==> src/rtl/mpd_pkg.sv <==
// ----------------------------------------------------------------------------
// mpd_pkg: shared types and the CRC-4 function of the packet deframer
// Result record, byte kind and status codes, and the CRC-4 byte update.
// ----------------------------------------------------------------------------
package mpd_pkg;

  localparam int unsigned ByteW    = 8;
  localparam int unsigned NameLenW = 4;
  localparam int unsigned MsgLenW  = 5;
  localparam int unsigned CrcW     = 4;
  localparam int unsigned HiKeepW  = NameLenW + 1;

  localparam logic [2:0]      FlagOk      = 3'b101;
  localparam logic [CrcW-1:0] CrcPolyRefl = 4'hC;

  typedef enum logic [1:0] {
    KIND_HDR  = 2'd0,
    KIND_NAME = 2'd1,
    KIND_MSG  = 2'd2,
    KIND_SKIP = 2'd3
  } kind_e;

  typedef enum logic [1:0] {
    ST_OK       = 2'd0,
    ST_BAD_FLAG = 2'd1,
    ST_BAD_CRC  = 2'd2,
    ST_TRUNC    = 2'd3
  } status_e;

  typedef struct packed {
    logic [ByteW-1:0]    out_byte;
    kind_e               kind;
    logic [NameLenW-1:0] name_len;
    logic [MsgLenW-1:0]  msg_len;
    logic                pend;
    status_e             status;
  } mpd_res_t;

  // Reflected CRC-4/ITU update over one byte, bit by bit.
  function automatic logic [CrcW-1:0] crc4_byte(input logic [CrcW-1:0] crc,
                                                input logic [ByteW-1:0] b);
    logic [ByteW-1:0] v;
    v = b ^ {{(ByteW-CrcW){1'b0}}, crc};
    for (int i = 0; i < ByteW; i++) begin
      if (v[0]) begin
        v = (v >> 1) ^ {{(ByteW-CrcW){1'b0}}, CrcPolyRefl};
      end else begin
        v = v >> 1;
      end
    end
    return v[CrcW-1:0];
  endfunction

endpackage

==> src/rtl/mpd_core.sv <==
// ----------------------------------------------------------------------------
// mpd_core: header parse, length tracking and CRC check
// Holds the per-packet state and forms the result of the byte being taken.
// ----------------------------------------------------------------------------
module mpd_core (
  input  logic                          clk_i,
  input  logic                          rst_ni,
  input  logic                          accept_i,
  input  logic [mpd_pkg::ByteW-1:0]     byte_i,
  input  logic                          last_i,
  output mpd_pkg::mpd_res_t             res_o
);
  import mpd_pkg::*;

  typedef enum logic [1:0] {
    PH_HDR0,
    PH_HDR1,
    PH_NAME,
    PH_MSG
  } phase_e;

  phase_e              phase_q, phase_d;
  logic [HiKeepW-1:0]  hi_q, hi_d;
  logic [NameLenW-1:0] name_left_q, name_left_d;
  logic [MsgLenW-1:0]  msg_left_q, msg_left_d;
  logic [CrcW-1:0]     crc_q, crc_d;
  logic [CrcW-1:0]     rx_crc_q, rx_crc_d;
  logic                skip_q, skip_d;
  logic [NameLenW-1:0] held_nl_q, held_nl_d;
  logic [MsgLenW-1:0]  held_ml_q, held_ml_d;
  logic                done;
  logic [NameLenW-1:0] name_dec;
  logic [MsgLenW-1:0]  msg_dec;

  assign name_dec = name_left_q - 1'b1;
  assign msg_dec  = msg_left_q - 1'b1;

  always_comb begin
    phase_d     = phase_q;
    hi_d        = hi_q;
    name_left_d = name_left_q;
    msg_left_d  = msg_left_q;
    crc_d       = crc_q;
    rx_crc_d    = rx_crc_q;
    skip_d      = skip_q;
    held_nl_d   = held_nl_q;
    held_ml_d   = held_ml_q;
    done        = 1'b0;

    res_o.out_byte = byte_i;
    res_o.kind     = KIND_HDR;
    res_o.name_len = '0;
    res_o.msg_len  = '0;
    res_o.pend     = 1'b0;
    res_o.status   = ST_OK;

    if (skip_q) begin
      res_o.kind = KIND_SKIP;
      if (last_i) begin
        skip_d  = 1'b0;
        phase_d = PH_HDR0;
      end
    end else if (phase_q == PH_HDR0) begin
      hi_d  = byte_i[HiKeepW-1:0];
      crc_d = crc4_byte('0, byte_i);
      if (byte_i[7:5] != FlagOk) begin
        res_o.status = ST_BAD_FLAG;
        phase_d      = PH_HDR0;
        skip_d       = !last_i;
      end else if (last_i) begin
        res_o.status = ST_TRUNC;
        phase_d      = PH_HDR0;
      end else begin
        phase_d = PH_HDR1;
      end
    end else begin
      unique case (phase_q)
        PH_HDR1: begin
          res_o.kind  = KIND_HDR;
          held_nl_d   = hi_q[HiKeepW-1:1];
          held_ml_d   = {hi_q[0], byte_i[7:4]};
          rx_crc_d    = byte_i[CrcW-1:0];
          crc_d       = crc4_byte(crc_q, {byte_i[7:4], 4'h0});
          name_left_d = held_nl_d;
          msg_left_d  = held_ml_d;
          if (held_nl_d != '0) begin
            phase_d = PH_NAME;
          end else if (held_ml_d != '0) begin
            phase_d = PH_MSG;
          end else begin
            done = 1'b1;
          end
        end
        PH_NAME: begin
          res_o.kind  = KIND_NAME;
          crc_d       = crc4_byte(crc_q, byte_i);
          name_left_d = name_dec;
          if (name_dec == '0) begin
            if (msg_left_q != '0) begin
              phase_d = PH_MSG;
            end else begin
              done = 1'b1;
            end
          end
        end
        PH_MSG: begin
          res_o.kind = KIND_MSG;
          crc_d      = crc4_byte(crc_q, byte_i);
          msg_left_d = msg_dec;
          if (msg_dec == '0) begin
            done = 1'b1;
          end
        end
        default: begin
          phase_d = PH_HDR0;
        end
      endcase

      res_o.name_len = held_nl_d;
      res_o.msg_len  = held_ml_d;
      if (done) begin
        res_o.pend = 1'b1;
        phase_d    = PH_HDR0;
        if (crc_d != rx_crc_d) begin
          res_o.status = ST_BAD_CRC;
          skip_d       = !last_i;
        end
      end else if (last_i) begin
        // The buffer ran out before the packet did; drop the partial packet.
        res_o.status = ST_TRUNC;
        phase_d      = PH_HDR0;
      end
    end
  end

  always_ff @(posedge clk_i or negedge rst_ni) begin
    if (!rst_ni) begin
      phase_q     <= PH_HDR0;
      hi_q        <= '0;
      name_left_q <= '0;
      msg_left_q  <= '0;
      crc_q       <= '0;
      rx_crc_q    <= '0;
      skip_q      <= 1'b0;
      held_nl_q   <= '0;
      held_ml_q   <= '0;
    end else if (accept_i) begin
      phase_q     <= phase_d;
      hi_q        <= hi_d;
      name_left_q <= name_left_d;
      msg_left_q  <= msg_left_d;
      crc_q       <= crc_d;
      rx_crc_q    <= rx_crc_d;
      skip_q      <= skip_d;
      held_nl_q   <= held_nl_d;
      held_ml_q   <= held_ml_d;
    end
  end

  a_skip_waits_hdr0: assert property (@(posedge clk_i) disable iff (!rst_ni)
    skip_q |-> phase_q == PH_HDR0)
    else $error("discard mode entered outside the header wait");

  a_name_left_nonzero: assert property (@(posedge clk_i) disable iff (!rst_ni)
    phase_q == PH_NAME |-> name_left_q != '0)
    else $error("name phase with no name bytes left");

  a_msg_left_nonzero: assert property (@(posedge clk_i) disable iff (!rst_ni)
    phase_q == PH_MSG |-> msg_left_q != '0)
    else $error("message phase with no message bytes left");

  a_crc_err_at_end: assert property (@(posedge clk_i) disable iff (!rst_ni)
    (accept_i && res_o.status == ST_BAD_CRC) |-> res_o.pend)
    else $error("CRC mismatch reported away from a packet end");

  a_skip_clean: assert property (@(posedge clk_i) disable iff (!rst_ni)
    (accept_i && res_o.kind == KIND_SKIP) |-> (res_o.status == ST_OK && !res_o.pend))
    else $error("discarded byte carries status or packet end");

endmodule

==> src/rtl/mpd_out_reg.sv <==
// ----------------------------------------------------------------------------
// mpd_out_reg: result register of the deframer
// Holds one result and takes the next one in the cycle the current one leaves.
// ----------------------------------------------------------------------------
module mpd_out_reg (
  input  logic              clk_i,
  input  logic              rst_ni,
  input  logic              load_i,
  input  mpd_pkg::mpd_res_t res_i,
  output logic              ready_o,
  output logic              valid_o,
  input  logic              take_i,
  output mpd_pkg::mpd_res_t res_o
);
  import mpd_pkg::*;

  logic     valid_q;
  mpd_res_t res_q;

  assign ready_o = !valid_q || take_i;
  assign valid_o = valid_q;
  assign res_o   = res_q;

  always_ff @(posedge clk_i or negedge rst_ni) begin
    if (!rst_ni) begin
      valid_q <= 1'b0;
    end else if (ready_o) begin
      valid_q <= load_i;
    end
  end

  always_ff @(posedge clk_i) begin
    if (load_i && ready_o) begin
      res_q <= res_i;
    end
  end

endmodule

==> src/rtl/message_packet_deframer_crc4.sv <==
// ----------------------------------------------------------------------------
// message_packet_deframer_crc4: length-prefixed packet deframer with CRC-4
// Splits a byte stream into header, name and message bytes, marks discarded
// bytes as skipped and checks the CRC-4/ITU of each packet.
//
//   Channel   Dir  Fields
//   s_axis    in   tdata = data_byte, tlast = buffer_last
//   m_axis    out  tdata = out_byte, name_length, message_length, status
//                  tuser = byte_kind, tlast = packet_end
//
// One byte per cycle is taken while the result register is free or emptied;
// its result appears in the cycle after the transfer. The per-byte parse and
// the unrolled CRC byte update sit between the state and result registers.
// Reset clears the parse state; the block then waits for a first header byte.
// A stall on m_axis holds one result; s_axis keeps flowing when it is taken.
// ----------------------------------------------------------------------------
module message_packet_deframer_crc4 (
  input  logic        clk_i,
  input  logic        rst_ni,
  input  logic        s_axis_tvalid,
  output logic        s_axis_tready,
  input  logic [7:0]  s_axis_tdata,   // [7:0] data_byte
  input  logic        s_axis_tlast,
  output logic        m_axis_tvalid,
  input  logic        m_axis_tready,
  output logic [23:0] m_axis_tdata,   // [7:0] out_byte, [11:8] name_length,
                                      // [16:12] message_length, [18:17] status
  output logic [1:0]  m_axis_tuser,   // [1:0] byte_kind
  output logic        m_axis_tlast
);
  import mpd_pkg::*;

  logic     accept;
  logic     out_ready;
  mpd_res_t core_res;
  mpd_res_t out_res;

  assign s_axis_tready = out_ready;
  assign accept        = s_axis_tvalid && out_ready;

  mpd_core u_core (
    .clk_i    (clk_i),
    .rst_ni   (rst_ni),
    .accept_i (accept),
    .byte_i   (s_axis_tdata),
    .last_i   (s_axis_tlast),
    .res_o    (core_res)
  );

  mpd_out_reg u_out_reg (
    .clk_i   (clk_i),
    .rst_ni  (rst_ni),
    .load_i  (s_axis_tvalid),
    .res_i   (core_res),
    .ready_o (out_ready),
    .valid_o (m_axis_tvalid),
    .take_i  (m_axis_tready),
    .res_o   (out_res)
  );

  assign m_axis_tdata = {5'b0, out_res.status, out_res.msg_len,
                         out_res.name_len, out_res.out_byte};
  assign m_axis_tuser = out_res.kind;
  assign m_axis_tlast = out_res.pend;

endmodule
==> config.mk <==
export PLATFORM = sky130hd
export DESIGN_NAME = message_packet_deframer_crc4
export DESIGN_NICKNAME = d
export VERILOG_FILES = /design/src/rtl/mpd_pkg.sv /design/src/rtl/mpd_core.sv /design/src/rtl/mpd_out_reg.sv /design/src/rtl/message_packet_deframer_crc4.sv
export SDC_FILE = /design/constraint.sdc
export NUM_CORES = 1
export LEC_CHECK = 0
export ABC_AREA = 1
export CELL_PAD_IN_SITES_DETAIL_PLACEMENT = 1
export CELL_PAD_IN_SITES_GLOBAL_PLACEMENT = 2
export CORE_ASPECT_RATIO = 0.75
export CORE_MARGIN = 5
export CORE_UTILIZATION = 33
export DETAILED_ROUTE_END_ITERATION = 6
export DONT_BUFFER_PORTS = 1
export HOLD_SLACK_MARGIN = 0.06
export PLACE_DENSITY_LB_ADDON = 0.1
export RECOVER_POWER = 100
export SYNTH_ARGS = -nofsm -noshare
export SYNTH_HDL_FRONTEND = slang
export SYNTH_SLANG_ARGS = --single-unit
==> constraint.sdc <==
create_clock -name clk_i -period 2.1 [get_ports clk_i]
set_clock_uncertainty 0.2 [all_clocks]
set_input_delay 0 -clock clk_i [delete_from_list [all_inputs] [get_ports clk_i]]
set_output_delay 0 -clock clk_i [all_outputs]
set_load 0.005 [all_outputs]
==> results.yml, run 1 <==
outcome:
  status: "finished, violations left"
  violations: "setup timing"
worst_setup_path:
  cp_slowest_stage_delay_ns: 0.43
  crit_type: "flip-flop to flip-flop"
  critPathRequiredTime_ns: 1.97
  cp_common_cell: "nand2_1"
  cp_max_fo: 5
  endpoint_kind: "flip-flop"
  path_cells: "inv_2, nand2_1, nand3_1, nand3_1, nand2_2, nand2_1, nand3_2, nand2_2, nand2_1, nand2_1, nand2_1, nand2_1, nor2_1, nand2_1, nand2_1, o22ai_1"
  worst-r2r-setup-slack_ns: -0.19
  cpMaxStageDelayCell: "dfrtp_1"
  cp-start-kind: "flip-flop"
  crit_arrival_ns: 2.17
clock_tree:
  root_buffer: "clkbuf_16"
  cts_made_buffers: 9
  htreeDepth: 3
  clk_pin_slew_ns: 0.06
  clkSinkCount: 57
  cts_tree: "built"
  clock_latency_ns: 0.33
  clock_path_buffers: 2
synthesis:
  async_flop_share_pct: 61.40
  synth_seq_cells: 57
  syn_avg_cell_area_um2: 7.520
  ys_seq_area_share_pct: 42.56
  syn_area_mm2: 0.003610
  synth_common_cells: "161 x nand2_1, 56 x inv_1, 44 x o21ai_0"
  synth_edf_count: 22
  synthTopCellsByArea: "dfrtp_1 24%, edfxtp_1 18%, nand2_1 17%"
  ys_warn_count: 0
  synth_top_area_cell: "dfrtp_1"
  yosys.area.top_type_share_pct: 24.26
  ys.flop_type: "dfrtp_1"
  synth.distinct_cells: 33
  syn_inst: 480
  yosysMostFrequentCell: "nand2_1"
grt:
  antenna_found_initial: 2
  grt_max_degree: 36
  grt_pass1_wl_um: 18980
  grt_overflow_total: 0
  grt_pass1_vias: 3524
  grt.total_usage_pct: 19.19
die:
  row_count: 33
  ios: 42
  dieArea_mm2: 0.01315
  die_w_um: 130.8
  core_area_mm2: 0.01082
  die_y_um: 100.6
  start_util_pct: 33.37
final_layout:
  finish.net_count: 567
  fin_area_mm2: 0.004895
  drive_gt1_share_pct: 27.22
  syn_to_final_growth_pct: 35.60
  final_util_pct: 45.25
  diodes: 0
  fin_cells: 691
drt:
  dr.pass1.iters: 4
  drc: 0
  viasPerCell: 4.919
  postRouteAntennaNets: 0
  wl_per_cell_um: 17.67
  routed-via-count: 3399
  drt-initial-drc-count: 179
  drt_wl_total_um: 12210
sta:
  postLayoutSetupSlackWorst_ns: -0.1935
  fin_crit_ns: 2.293
  slew_violations: 0
  rsz0062_at_grt: "yes"
  hold_viol: 0
  slew_headroom_pct: 35.98
  finalCritPeriodShare_pct: 109.2
  timing.fmax_ghz: 0.4360
  tns_ns: -0.6186
  timing.hold.ws_ns: 0.06187
  setup_viol: 7
  worst_pin_slew_ns: 0.9604
placed_design:
  place_inst: 642
  numPortBuffers: 0
  place_congestion: 0.8342
  hpwl_um: 8813
  dpl_cell_area_mm2: 0.003970
pwr:
  leakage_nw: 2.280
  power_density_mw_per_mm2: 1319
  vdd_drop_max_mv: 0.4456
min_path:
  hp-class: "input port to flip-flop"
flow_run:
  cap_violations: 0
[worst max-delay path, delay by kind of cell (launching register included)]
family | cells | cell delay [ns]
AO/OA/AOI/OAI | 1 | 0.06
buffers and inverters | 1 | 0.14
flip-flops | 1 | 0.43
AND/OR/NAND/NOR | 14 | 1.19
[stage by stage]
step | setup slack (ns) | power, W
after floorplan | 0.08764 | 0.003236
after CTS | -0.1360 | 0.005971
final | -0.1935 | 0.006458
after global routing | -0.3326 | 0.006916
after global placement | -0.2388 | 0.003977
after detailed placement | -0.2738 | 0.004048
[kinds of logic after synthesis]
logic type / share of synthesized area [%]
other cells: 0.1039
buf+inv: 10.43
compound gates: 10.05
mux: 0.5546
fa+ha+maj: 2.773
simple gates: 29.39
flops: 42.56
xor+xnor: 4.125
[registers in the layout, indices dropped and copies added (netlist names)]
name,flops
u_out_reg.res_o,22
u_core.held_ml_q,5
u_core.hi_q,5
u_core.msg_left_q,5
u_core.crc_q,4
u_core.held_nl_q,4
u_core.name_left_q,4
u_core.rx_crc_q,4
u_core.phase_q,2
u_core.skip_q,1
u_out_reg.valid_o,1
[layout by cell type (no fill, tap or decap), types with 10 or more instances in the layout]
cell type	n
edfxtp_1	22
o21ai_0	39
dlygate4sd3_1	17
nor2_1	22
nand3_1	26
buf_4	37
dfrtp_1	33
nand2_1	131
inv_1	52
nand2_4	13
xor2_1	10
nand2_2	33
[routing by layer]
metal  GRT usage, %  part of all wire [%]
met1          28.08                    51
met2          28.77                    43
met3          3.919                   4.1
met4          5.138                   1.4
met5              0                     0
[cell type report]
cell class / instances / area, um^2
Fill cell: 1297 / 5923
Multi-Input combinational cell: 344 / 2001
Sequential cell: 57 / 1539
Timing Repair Buffer: 71 / 603.1
Inverter: 63 / 241.5
Clock buffer: 10 / 229.0
Tap cell: 140 / 175.2
Clock inverter: 6 / 106.4
[path summary, 6_finish.rpt]
path	from	to	cells after the start
setup / recovery	u_core.crc_q[0]$_DFFE_PN0P_	u_out_reg.res_o[1]$_SDFFCE_PP0P_	16
min in group asynchronous	rst_ni	u_out_reg.valid_o$_DFFE_PN0N_	4
setup reg to reg	u_core.crc_q[0]$_DFFE_PN0P_	u_out_reg.res_o[1]$_SDFFCE_PP0P_	16
hold / removal	s_axis_tdata[4]	u_core.crc_q[0]$_DFFE_PN0P_	9
max in group asynchronous	rst_ni	u_core.crc_q[2]$_DFFE_PN0P_	4
hold reg to reg	u_core.rx_crc_q[1]$_DFFE_PN0P_	u_core.rx_crc_q[1]$_DFFE_PN0P_	2
[power breakdown]
part	leakage [nW]	internal [W]	switching [W]	total [W]
combinational	1.47	0.00124	0.00179	0.00303
sequential	0.649	0.00150	0.000249	0.00175
clock	0.160	0.00115	0.000531	0.00168
total	2.28	0.00389	0.00257	0.00646
[what timing repair did]
item,CTS,global route
hold endpoints to repair,73,1
setup endpoints to repair,8,17
resized for setup,23,68
buffers inserted,3,10
pin swaps,11,31
hold buffers,19,1
Power figures use the tool's default switching activity.
==> run 2: changes to the inputs <==
GPL_TIMING_DRIVEN = 0   (was unset)
RECOVER_POWER = 25   (was 100)
==> run 2 against run 1 <==
The run still ends with setup timing left; cell count decreased by 2.3%; power fell by 6.7%; cell area down 3.8%; sequential power hardly changed; via count fell by 4.0%; first-iteration DRC count shrank 12%; combinational power down 11%; register-to-register slack improved by 0.03 ns; die area unchanged; critical path type unchanged; largest cell class unchanged.
==> results.yml, run 2 (synthesis results as in run 1) <==
worst_setup_path:
  reg2reg_from: "u_core.crc_q[0]$_DFFE_PN0P_"
  reg2reg_to: "u_out_reg.res_o[1]$_SDFFCE_PP0P_"
  crit_type: "flip-flop to flip-flop"
  worst-r2r-setup-slack_ns: -0.17
  cp_max_fo: 5
  crit_arrival_ns: 2.13
  cp-start-kind: "flip-flop"
  critPathRequiredTime_ns: 1.97
  endpoint_kind: "flip-flop"
  r2r_cells: 18
pwr:
  leakage_nw: 2.206
  power_density_mw_per_mm2: 1279
  power.share.switching_pct: 40.06
  power_switching_w: 0.002413
  p_int_w: 0.003610
  clockPowerShare_pct: 26.0
  vdd_drop_max_mv: 0.4919
  p_seq_share_pct: 29.1
  share_comb_of_total_power_pct: 45.0
final_layout:
  fillCellCount: 1282
  fin_area_mm2: 0.004708
  syn_to_final_growth_pct: 30.43
  fin_cells: 675
  drive_gt1_share_pct: 23.74
  final_common_cell: "nand2_1"
  finish.net_count: 551
  largest_reg_flops: 22
  diodes: 0
  final-seq-area_mm2: 0.001538
  multiInputGateArea_mm2: 0.001952
  mostFrequentLayoutCells: "137 x nand2_1, 49 x inv_1, 43 x o21ai_0"
placed_design:
  numPortBuffers: 0
  dpl_cell_area_mm2: 0.003800
  place_inst: 624
  place_congestion: 0.7979
  hpwl_um: 8164
grt:
  grt_max_degree: 36
  grt_pass1_vias: 3383
  grt_util_met2_pct: 28.22
  grt.total_usage_pct: 18.85
  grt_pass1_wl_um: 18640
  antenna_found_initial: 0
  met1_usage_pct: 26.88
  grt_overflow_total: 0
  met3_usage_pct: 4.502
  top_usage_layer: "met2"
drt:
  drc: 0
  drt-initial-drc-count: 157
  postRouteAntennaNets: 0
  dr.pass1.iters: 4
  routed-via-count: 3264
  wl_per_cell_um: 17.72
  drt_wl_total_um: 11960
  viasPerCell: 4.836
sta:
  slew_headroom_pct: 62.40
  finalCritPeriodShare_pct: 108.0
  setup_viol: 7
  worst_pin_slew_ns: 0.5641
  timing.fmax_ghz: 0.4411
  hold_viol: 0
  slew_violations: 0
  rsz0062_at_grt: "yes"
  postLayoutSetupSlackWorst_ns: -0.1673
  fin_crit_ns: 2.267
flow_run:
  cap_violations: 0
die:
  core_area_mm2: 0.01082
  ios: 42
  die_y_um: 100.6
  start_util_pct: 33.37
  row_count: 33
  dieArea_mm2: 0.01315
  die_w_um: 130.8
min_path:
  hold_depth: 5
  min_from: "s_axis_tdata[0]"
  hp-class: "input port to flip-flop"
  hold_end: "u_core.rx_crc_q[0]$_DFFE_PN0P_"
outcome:
  violations: "setup timing"
  status: "finished, violations left"
clock_tree:
  clock_latency_ns: 0.33
  cts_tree: "built"
  root_buffer: "clkbuf_16"
  cts_made_buffers: 9
  clock_path_buffers: 2
  htreeDepth: 3
  clk_pin_slew_ns: 0.06
  clkSinkCount: 57
-- run 2: cell count changes in the layout (fill, tap and decap cells not counted), sizes merged --
cell | previous run | this run
inv | 63 | 61
clkinvlp | 1 | 3
clkdlybuf4s15 | 1 | 0
clkinv | 2 | 4
buf | 44 | 36
clkbuf | 18 | 11
bufinv | 3 | 2
clkdlybuf4s25 | 1 | 0
dlygate4sd3 | 17 | 16
a21oi | 10 | 11
-- run 2: how the worst max path moves through the flow --
stage	from	end	slack [ns]
2_1_floorplan	u_core.phase_q[0]$_DFFE_PN0P_	u_out_reg.res_o[1]$_SDFFCE_PP0P_	0.09
3_3_place_gp	u_core.phase_q[0]$_DFFE_PN0P_	u_core.msg_left_q[1]$_DFFE_PN0P_	-0.39
3_5_place_dp	u_core.phase_q[0]$_DFFE_PN0P_	u_core.msg_left_q[2]$_DFFE_PN0P_	-0.42
4_1_cts	u_core.crc_q[0]$_DFFE_PN0P_	u_out_reg.res_o[1]$_SDFFCE_PP0P_	-0.19
5_1_grt	u_core.crc_q[0]$_DFFE_PN0P_	u_out_reg.res_o[1]$_SDFFCE_PP0P_	-0.39
6_report	u_core.crc_q[0]$_DFFE_PN0P_	u_out_reg.res_o[1]$_SDFFCE_PP0P_	-0.17
-- run 2: final cells by class --
| cell class | count | area share [%] |
|---|---|---|
| timing repair buffer | 36 | 7.202 |
| inverter | 63 | 5.235 |
| buffer | 17 | 2.923 |
| sequential | 57 | 32.66 |
| timing repair inverter | 1 | 0.1594 |
| clock buffer | 10 | 4.863 |
| clock inverter | 6 | 1.780 |
| multi-input combinational | 345 | 41.46 |
| tap | 140 | 3.720 |
-- run 2: repair_timing --
item | in CTS | in global routing
pin swaps | 16 | 21
hold buffers | 18 | 0
setup buffers | 13 | 5
resized for setup | 46 | 31
endpoints found under the setup margin | 65 | 43
cloned | 1 | 1
endpoints found under the hold margin | 72 | 0
-- run 2: per-stage QoR --
stage                     TNS, ns  setup slack, ns  power [W]  utilization, %  hold WS, ns
final                     -0.6998          -0.1673   0.006023           43.52      0.06994
after global routing       -2.849          -0.3896   0.006486           43.52       0.1132
after CTS                 -0.3489          -0.1877   0.005803           42.09      0.07104
after detailed placement   -10.47          -0.4212   0.003752           35.13      -0.4934
after global placement     -9.392          -0.3948   0.003700           35.13      -0.4935
after floorplan                 0          0.08764   0.003236               -      -0.4956
-- run 2: power by group through the flow --
stage | clock (W) | sequential [W] | combinational [W]
after detailed placement | 0 | 0.00175 | 0.00201
after global routing | 0.00165 | 0.00179 | 0.00305
after CTS | 0.00159 | 0.00174 | 0.00247
final | 0.00156 | 0.00175 | 0.00271
after global placement | 0 | 0.00174 | 0.00196
after floorplan | 0 | 0.00167 | 0.00157
-- run 2: routing by layer --
metal / share of wire (%) / wire length, um / vias up
li1: - / - / 1622
met1: 50 / 6039 / 1558
met2: 44 / 5223 / 75
met3: 4.6 / 556 / 9
met4: 1.2 / 140 / 0
met5: 0 / 0 / -
-- run 2: critical path, cell delays in order (launching register included) --
cell and delay (ns):
dfrtp_1 0.42, inv_2 0.13, nand2_2 0.08, nand2_4 0.13, nand2_4 0.07, nand2_4 0.08
nand2_4 0.05, nand2_4 0.09, inv_2 0.04, nand2_2 0.05, nand3_2 0.06, nand2_2 0.10
nand2_1 0.06, nand2_1 0.06, nand2_1 0.06, nor2_1 0.09, nand2_1 0.09, nand2_2 0.08
o22ai_2 0.06
==> run 3: changes to the inputs <==
SKIP_LAST_GASP = 1   (was unset)
==> run 3 against run 2 <==
The run still ends with setup timing left; critical path depth did not move; sequential power hardly changed; clock power is essentially flat; critical endpoint unchanged; highest routed layer unchanged.
==> results.yml, run 3 (synthesis results as in run 1) <==
final_layout:
  final_common_cell: "nand2_1"
  fillCellCount: 1292
  largest_reg_flops: 22
  diodes: 0
  drive_gt1_share_pct: 23.51
  final_util_pct: 43.64
  finish.net_count: 552
  mostFrequentLayoutCells: "138 x nand2_1, 50 x inv_1, 44 x o21ai_0"
  syn_to_final_growth_pct: 30.78
worst_setup_path:
  cp_max_fo: 5
  cpMaxStageDelayCell: "dfrtp_1"
  cp-start-kind: "flip-flop"
  critPathBufInv: 2
  path_cells: "inv_2, nand2_2, nand2_4, nand2_4, nand2_4, nand2_4, nand2_4, inv_2, nand2_2, nand3_2, nand2_2, nand2_1, nand2_1, nand2_1, nor2_1, nand2_1, nand2_2, o22ai_2"
  cp_common_cell: "nand2_4"
  endpoint_kind: "flip-flop"
  critPathRequiredTime_ns: 1.97
  crit_type: "flip-flop to flip-flop"
  crit_arrival_ns: 2.15
  worst-r2r-setup-slack_ns: -0.18
  cp_slowest_stage_delay_ns: 0.42
  critical-path-top-delay-family: "simple AND/OR/NAND/NOR gates"
sta:
  hold_viol: 0
  finalCritPeriodShare_pct: 108.8
  setup_viol: 6
  slew_headroom_pct: 62.03
  timing.fmax_ghz: 0.4378
  timing.hold.ws_ns: 0.08236
  worst_pin_slew_ns: 0.5696
  tns_ns: -0.3254
  slew_violations: 0
  rsz0062_at_grt: "yes"
  postLayoutSetupSlackWorst_ns: -0.1839
  fin_crit_ns: 2.284
pwr:
  vdd_drop_max_mv: 0.4940
  power_density_mw_per_mm2: 1272
  leakage_nw: 2.203
grt:
  grt_pass1_wl_um: 18780
  grt.total_usage_pct: 18.96
  grt_overflow_total: 0
  grt_max_degree: 36
  antenna_found_initial: 0
  grt_pass1_vias: 3395
drt:
  routed-via-count: 3273
  dr.pass1.iters: 4
  viasPerCell: 4.842
  drt-initial-drc-count: 186
  wl_per_cell_um: 17.75
  postRouteAntennaNets: 0
  drc: 0
  drt_wl_total_um: 12000
outcome:
  status: "finished, violations left"
  violations: "setup timing"
clock_tree:
  cts_made_buffers: 9
  clkSinkCount: 57
  clock_path_buffers: 2
  root_buffer: "clkbuf_16"
  clock_latency_ns: 0.33
  htreeDepth: 3
  cts_tree: "built"
  clk_pin_slew_ns: 0.06
die:
  die_y_um: 100.6
  core_area_mm2: 0.01082
  die_w_um: 130.8
  ios: 42
  row_count: 33
  start_util_pct: 33.37
  dieArea_mm2: 0.01315
flow_run:
  cap_violations: 0
placed_design:
  place_congestion: 0.7979
  place_ws_ns: -0.4212
  hpwl_um: 8164
  numPortBuffers: 0
min_path:
  hp-class: "input port to flip-flop"
==> run 3: tightest hold or removal path, cell delays in order <==
cell and delay (ns):
buf_6 0.12, inv_2 0.13, nand2_1 0.06, o21ai_0 0.14, o21ai_0 0.11
==> run 3: what timing repair did <==
action                     CTS  global route
setup endpoints to repair   65            66
hold buffers                20             0
buffers inserted            13             4
gates cloned                 1             1
pin swaps                   16            19
hold endpoints to repair    71             0
resized for setup           42            32
==> run 3: final timing paths <==
| kind | start | end | cells after the start |
|---|---|---|---|
| max | u_core.crc_q[0]$_DFFE_PN0P_ | u_out_reg.res_o[1]$_SDFFCE_PP0P_ | 18 |
| min | s_axis_tdata[0] | u_core.rx_crc_q[0]$_DFFE_PN0P_ | 5 |
| max reg2reg | u_core.crc_q[0]$_DFFE_PN0P_ | u_out_reg.res_o[1]$_SDFFCE_PP0P_ | 18 |
| min reg2reg | u_core.rx_crc_q[1]$_DFFE_PN0P_ | u_core.rx_crc_q[1]$_DFFE_PN0P_ | 2 |
| max in group asynchronous | rst_ni | u_core.hi_q[1]$_DFFE_PN0P_ | 4 |
| min in group asynchronous | rst_ni | u_out_reg.valid_o$_DFFE_PN0N_ | 4 |
==> run 3: power breakdown <==
group	total, W	switching [W]	internal [W]
clock network	0.00156	0.000529	0.00103
logic	0.00269	0.00162	0.00107
registers	0.00175	0.000257	0.00150
==> run 3: area by class of cell <==
cell class                 instances  area (um^2)  area share, %
timing repair inverter             1        7.507         0.1590
clock inverter                     6        83.83          1.776
sequential                        57         1538          32.57
tap                              140        175.2          3.711
multi-input combinational        345         1952          41.35
clock buffer                      10        229.0          4.850
timing repair buffer              37        351.6          7.448
inverter                          63        246.5          5.221
buffer                            17        137.6          2.915
==> run 3: per-stage QoR <==
stage	cell area, um^2	instances	power, W
global route	4721	676	0.006462
floorplan	3625	484	0.003236
detailed placement	3800	624	0.003752
CTS	4568	672	0.005799
global placement	3800	624	0.003700
finish	4721	676	0.006007
==> run 3: metal layers <==
layer | global-route usage (%) | wire, um | vias to the layer above | part of all wire [%]
li1 | - | - | 1624 | -
met3 | 4.131 | 513 | 14 | 4.3
met1 | 27.11 | 6091 | 1570 | 51
met4 | 4.901 | 177 | 0 | 1.5
met5 | 0 | 0 | - | 0
met2 | 29.09 | 5217 | 65 | 43
